### config.mk
export PLATFORM = sky130hd
export DESIGN_NAME = brwg_weight_pipe
export DESIGN_NICKNAME = d
export VERILOG_FILES = /design/src/rtl/core/brwg_weight_pipe.sv
export SDC_FILE = /design/constraint.sdc
export NUM_CORES = 2
export LEC_CHECK = 0
export CAP_MARGIN = 25
export CELL_PAD_IN_SITES_DETAIL_PLACEMENT = 0
export CELL_PAD_IN_SITES_GLOBAL_PLACEMENT = 1
export CORE_MARGIN = 10
export CORE_UTILIZATION = 35
export DETAILED_ROUTE_END_ITERATION = 8
export DONT_BUFFER_PORTS = 1
export GPL_ROUTABILITY_DRIVEN = 0
export PLACE_DENSITY = 0.65
export SLEW_MARGIN = 30
export SYNTH_ARGS = -nofsm -noshare
export SYNTH_HDL_FRONTEND = slang
export SYNTH_SLANG_ARGS = --single-unit
### constraint.sdc
create_clock -name clk -period 9.8 [get_ports clk]
set_input_delay 0.49 -clock clk [delete_from_list [all_inputs] [get_ports clk]]
set_output_delay 0.49 -clock clk [all_outputs]
set_load 0.01 [all_outputs]
### src/rtl/core/brwg_weight_pipe.sv
// four-stage pipeline for the Keys cubic weights of the fraction
`timescale 1ns / 1ps

module brwg_weight_pipe #(
    parameter int SW = 14,
    parameter int FB = 14
) (
    input  logic                 clk,
    input  logic                 rst_n,
    input  logic                 vld_in,
    input  logic signed [FB:0]   t_in,
    input  logic [SW-1:0]        src_in,
    output logic                 vld_out,
    output logic [SW-1:0]        src_out,
    output logic signed [FB:0]   t_out,
    output logic signed [FB+1:0] w0_out,
    output logic signed [FB+1:0] w1_out,
    output logic signed [FB+1:0] w2_out,
    output logic signed [FB+1:0] w3_out
);

    localparam int T2W = 2 * FB + 2;
    localparam int T3W = 3 * FB + 3;
    localparam int AW  = 3 * FB + 6;
    localparam int SH  = 2 * FB + 1;
    localparam int RW  = AW - SH;
    localparam int WW  = FB + 2;
    localparam logic signed [AW-1:0] RND  = {{(AW-SH){1'b0}}, 1'b1, {(SH-1){1'b0}}};
    localparam logic signed [AW-1:0] TWO3 = {{(AW-3*FB-2){1'b0}}, 1'b1, {(3*FB+1){1'b0}}};

    logic [3:0]               vld_reg;
    logic signed [FB:0]       t_a_reg, t_b_reg, t_c_reg, t_d_reg;
    logic [SW-1:0]            src_a_reg, src_b_reg, src_c_reg, src_d_reg;
    logic signed [T2W-1:0]    t2_a_reg, t2_b_reg;
    logic signed [T3W-1:0]    t3_b_reg;
    logic signed [AW-1:0]     acc_reg [4];
    logic signed [AW-1:0]     acc_next [4];
    logic signed [WW-1:0]     w_reg [4];
    logic signed [WW-1:0]     w_next [4];
    logic signed [AW-1:0]     e3, e2s, e1s;
    logic signed [AW-1:0]     rnd_sum [4];
    logic signed [RW-1:0]     rs [4];

    // valid bits
    always_ff @(posedge clk or negedge rst_n)
    begin
        if (!rst_n)
        begin
            vld_reg <= '0;
        end
        else
        begin
            vld_reg <= {vld_reg[2:0], vld_in};
        end
    end

    // polynomial sums, scaled by 2^(3*FB+1)
    always_comb
    begin
        e3  = AW'(t3_b_reg);
        e2s = AW'(t2_b_reg) <<< FB;
        e1s = AW'(t_b_reg) <<< (2 * FB);
        acc_next[0] = -e3 + (e2s <<< 1) - e1s;
        acc_next[1] = (e3 <<< 1) + e3 - (e2s <<< 2) - e2s + TWO3;
        acc_next[2] = -(e3 <<< 1) - e3 + (e2s <<< 2) + e1s;
        acc_next[3] = e3 - e2s;
    end

    // round to nearest and saturate
    always_comb
    begin
        for (int j = 0; j < 4; j++)
        begin
            rnd_sum[j] = acc_reg[j] + RND;
            rs[j]      = rnd_sum[j][AW-1:SH];
            if ((&rs[j][RW-1:WW-1]) || !(|rs[j][RW-1:WW-1]))
            begin
                w_next[j] = rs[j][WW-1:0];
            end
            else if (rs[j][RW-1])
            begin
                w_next[j] = {1'b1, {(WW-1){1'b0}}};
            end
            else
            begin
                w_next[j] = {1'b0, {(WW-1){1'b1}}};
            end
        end
    end

    // pipeline stages
    always_ff @(posedge clk)
    begin
        t_a_reg   <= t_in;
        src_a_reg <= src_in;
        t2_a_reg  <= T2W'(t_in) * T2W'(t_in);

        t_b_reg   <= t_a_reg;
        src_b_reg <= src_a_reg;
        t2_b_reg  <= t2_a_reg;
        t3_b_reg  <= T3W'(t2_a_reg) * T3W'(t_a_reg);

        t_c_reg   <= t_b_reg;
        src_c_reg <= src_b_reg;
        for (int j = 0; j < 4; j++)
        begin
            acc_reg[j] <= acc_next[j];
        end

        t_d_reg   <= t_c_reg;
        src_d_reg <= src_c_reg;
        for (int j = 0; j < 4; j++)
        begin
            w_reg[j] <= w_next[j];
        end
    end

    assign vld_out = vld_reg[3];
    assign src_out = src_d_reg;
    assign t_out   = t_d_reg;
    assign w0_out  = w_reg[0];
    assign w1_out  = w_reg[1];
    assign w2_out  = w_reg[2];
    assign w3_out  = w_reg[3];

endmodule

==> impl_metrics.csv <==
group,metric,value,unit
min_path,min-delay-start,"t_in[2]",
setup_path,path_max_fanout,19,
synthesis,post-synth-top-area-cell,"fa_1",
synthesis,synth_commonest_cells,"inv_1, fa_1, ha_1, nand2_1, dfxtp_1",
synthesis,synth.area.mux_share,0.00153,
die,die_y,365,um
layout,drive_gt1_frac,0.0271,
min_path,min_path_type,"in -> reg",
clock_tree,cts.sinks,362,
die,fp.coreArea,118000,sq um
setup_path,reg2reg_from,"t_a_reg[1]",
sta,tightest_slew,0.945,ns
sta,final-setup-viol-count,0,
setup_path,r2r_slack,2.45,ns
route,via_per_inst,4.72,
die,core.rowCount,126,
die,die_area,133000,sq um
sta,hold-worst-slack,0.134,ns
synthesis,yosysMostFrequentCell,"inv_1",
setup_path,r2r-end,"t3_b_reg[44]",
global_routing,track_usage,0.153,
sta,drv_slew,0,
setup_path,critPathKind,"reg -> reg",
route,drt_first_pass_iters,5,
die,start_util,0.353,
clock_tree,clk_pin_slew,0.06,ns
synthesis,synth_area,41600,sq um
synthesis,synth.area.top_cells,"fa_1, dfxtp_1, ha_1",
synthesis,ys_types,78,
clock_tree,clkLatencyLatePin,0.60,ns
global_routing,antenna_found_initial,1,
synthesis,ys_seq_elements,362,
min_path,hold_depth,2,
setup_path,required,10.28,ns
clock_tree,clockBufferDepth,3,
sta,clock-skew-final,0.0277,ns
layout,diodes,0,
synthesis,ys_warn_count,0,
synthesis,syn_area_per_cell,9.64,sq um
synthesis,ys_seq_area_frac,0.175,
setup_path,critPathLaunchType,"flip-flop",
route,antenna_left,0,
sta,rsz0062_at_grt,"no",
global_routing,grt-ovfl-total,0,
route,vias,27772,
global_routing,grt_pass1_vias,30486,
clock_tree,cts_buffers,42,
synthesis,synth_top_family_by_area,"adder cells",
clock_tree,cts_htree_levels,2,
setup_path,cp-end-kind,"flip-flop",
place,dpl_worst_slack,2.48,ns
synthesis,synthAdderAreaFrac,0.492,
die,die_w,365,um
sta,setup_ws,2.45,ns
synthesis,synthSimpleGateAreaFrac,0.117,
synthesis,synth_edf_count,0,
place,portBuffers,0,
route,wl,99.1,mm
synthesis,synthArstFlopShare,0.0110,
sta,post-route-period-util,0.750,
route,drc,0,
synthesis,ys.flop_type,"dfxtp_1",
setup_path,reg2regPathDepth,24,
job,maxCapViolations,0,
layout,syn_to_final_growth,8.41,%
global_routing,grt_max_degree,44,
global_routing,grt_pass1_wl,164,mm
route,wl_per_cell,16.8,um
synthesis,synth_compound_area_frac,0.0804,
layout,final_nets,5549,
sta,finalHoldViolations,0,
synthesis,syn_inst,4321,
synthesis,synth_top_area_share,0.351,
die,ioPinCount,126,
sta,fmax,136,MHz
layout,largest_reg_flops,78,
setup_path,crit_arrival,7.83,ns
min_path,hold_path_end,"t2_a_reg[3]",
clock_tree,clockRootBuffer,"clkbuf_16",
synthesis,synthXorXnorAreaFrac,0.0433,
clock_tree,cts_tree,"done",
sta,period_minus_slack,7.35,ns
route,drt_iter0_markers,1144,
place,dpl.hpwl,80.9,mm
status,status,"complete, no violations",
sta,setup_tns,0,ns
sta,slew_headroom,0.368,
per-stage QoR:
stage	instance area [sq um]	util	cells
3_3_place_gp	43400	0.367	5780
4_1_cts	45100	0.382	5889
5_1_grt	45100	0.382	5889
2_1_floorplan	41700	-	4326
3_5_place_dp	43400	0.367	5780
6_report	45100	0.382	5889
per-layer routing:
layer	part of all wire	global-route usage
met3	0.047	0.0216
met4	0.017	0.0296
met5	0	0
met1	0.49	0.214
met2	0.45	0.252
what timing repair did:
item,in CTS,in global routing
endpoints found under the hold margin,35,0
hold buffers,31,0
buffers inserted,0,0
gates resized for setup,0,0
kinds of logic (layout without fill, tap and decap cells):
group,after synthesis,in the layout
AO/OA/AOI/OAI,525,525
XOR/XNOR,206,206
adder cells (fa/ha/maj),1198,1198
buffers and inverters,1009,1036
flip-flops,362,362
multiplexers,6,6
other,2,7
AND/OR/NAND/NOR,1013,1013
worst max-delay path, stage by stage, from the launching register on:
cell and delay (ns):
dfxtp_1 0.64, buf_4 0.36, nand2_1 0.11, fa_1 0.52, fa_1 0.56, inv_1 0.05
fa_1 0.50, inv_1 0.06, fa_1 0.53, inv_1 0.05, fa_1 0.47, inv_1 0.05
fa_1 0.47, inv_1 0.04, ha_1 0.32, o21a_1 0.20, o21a_1 0.16, o21a_1 0.17
o221ai_1 0.44, a31oi_1 0.28, a221oi_1 0.51, o21ai_0 0.30, nand4_1 0.20, a32oi_1 0.12
xnor2_1 0.13
layout by cell type, fill, tap and decap left out, drive strengths merged, types with 115 or more instances in the layout:
cell type and count:
dfxtp 358, and2 224, xnor2 129, o21ai 115, nor2 148, ha 467
inv 909, fa 731, a21oi 176, nand2 410
worst max-delay path by stage:
stage | startpoint | endpoint | slack (ns) | depth (start not counted)
3_5_place_dp | t_a_reg[1] | t3_b_reg[44] | 2.48 | 24
4_1_cts | t_a_reg[1] | t3_b_reg[44] | 2.45 | 24
5_1_grt | t_a_reg[1] | t3_b_reg[44] | 2.15 | 24
3_3_place_gp | t_a_reg[1] | t3_b_reg[44] | 2.50 | 24
2_1_floorplan | t_a_reg[1] | t3_b_reg[42] | 3.44 | 25
6_report | t_a_reg[1] | t3_b_reg[44] | 2.45 | 24
cell type report:
cell class	count	area, sq um
fillers	11783	72900
multi-input cells	2955	30600
flip-flops and latches	362	7270
inverters	905	3400
well taps	1536	1920
clock buffers	57	1160
repair buffers	53	475
clock inverters	21	312
Power is not shown: default switching activity piles up to over one toggle a cycle in this logic, so the estimate is an artifact.
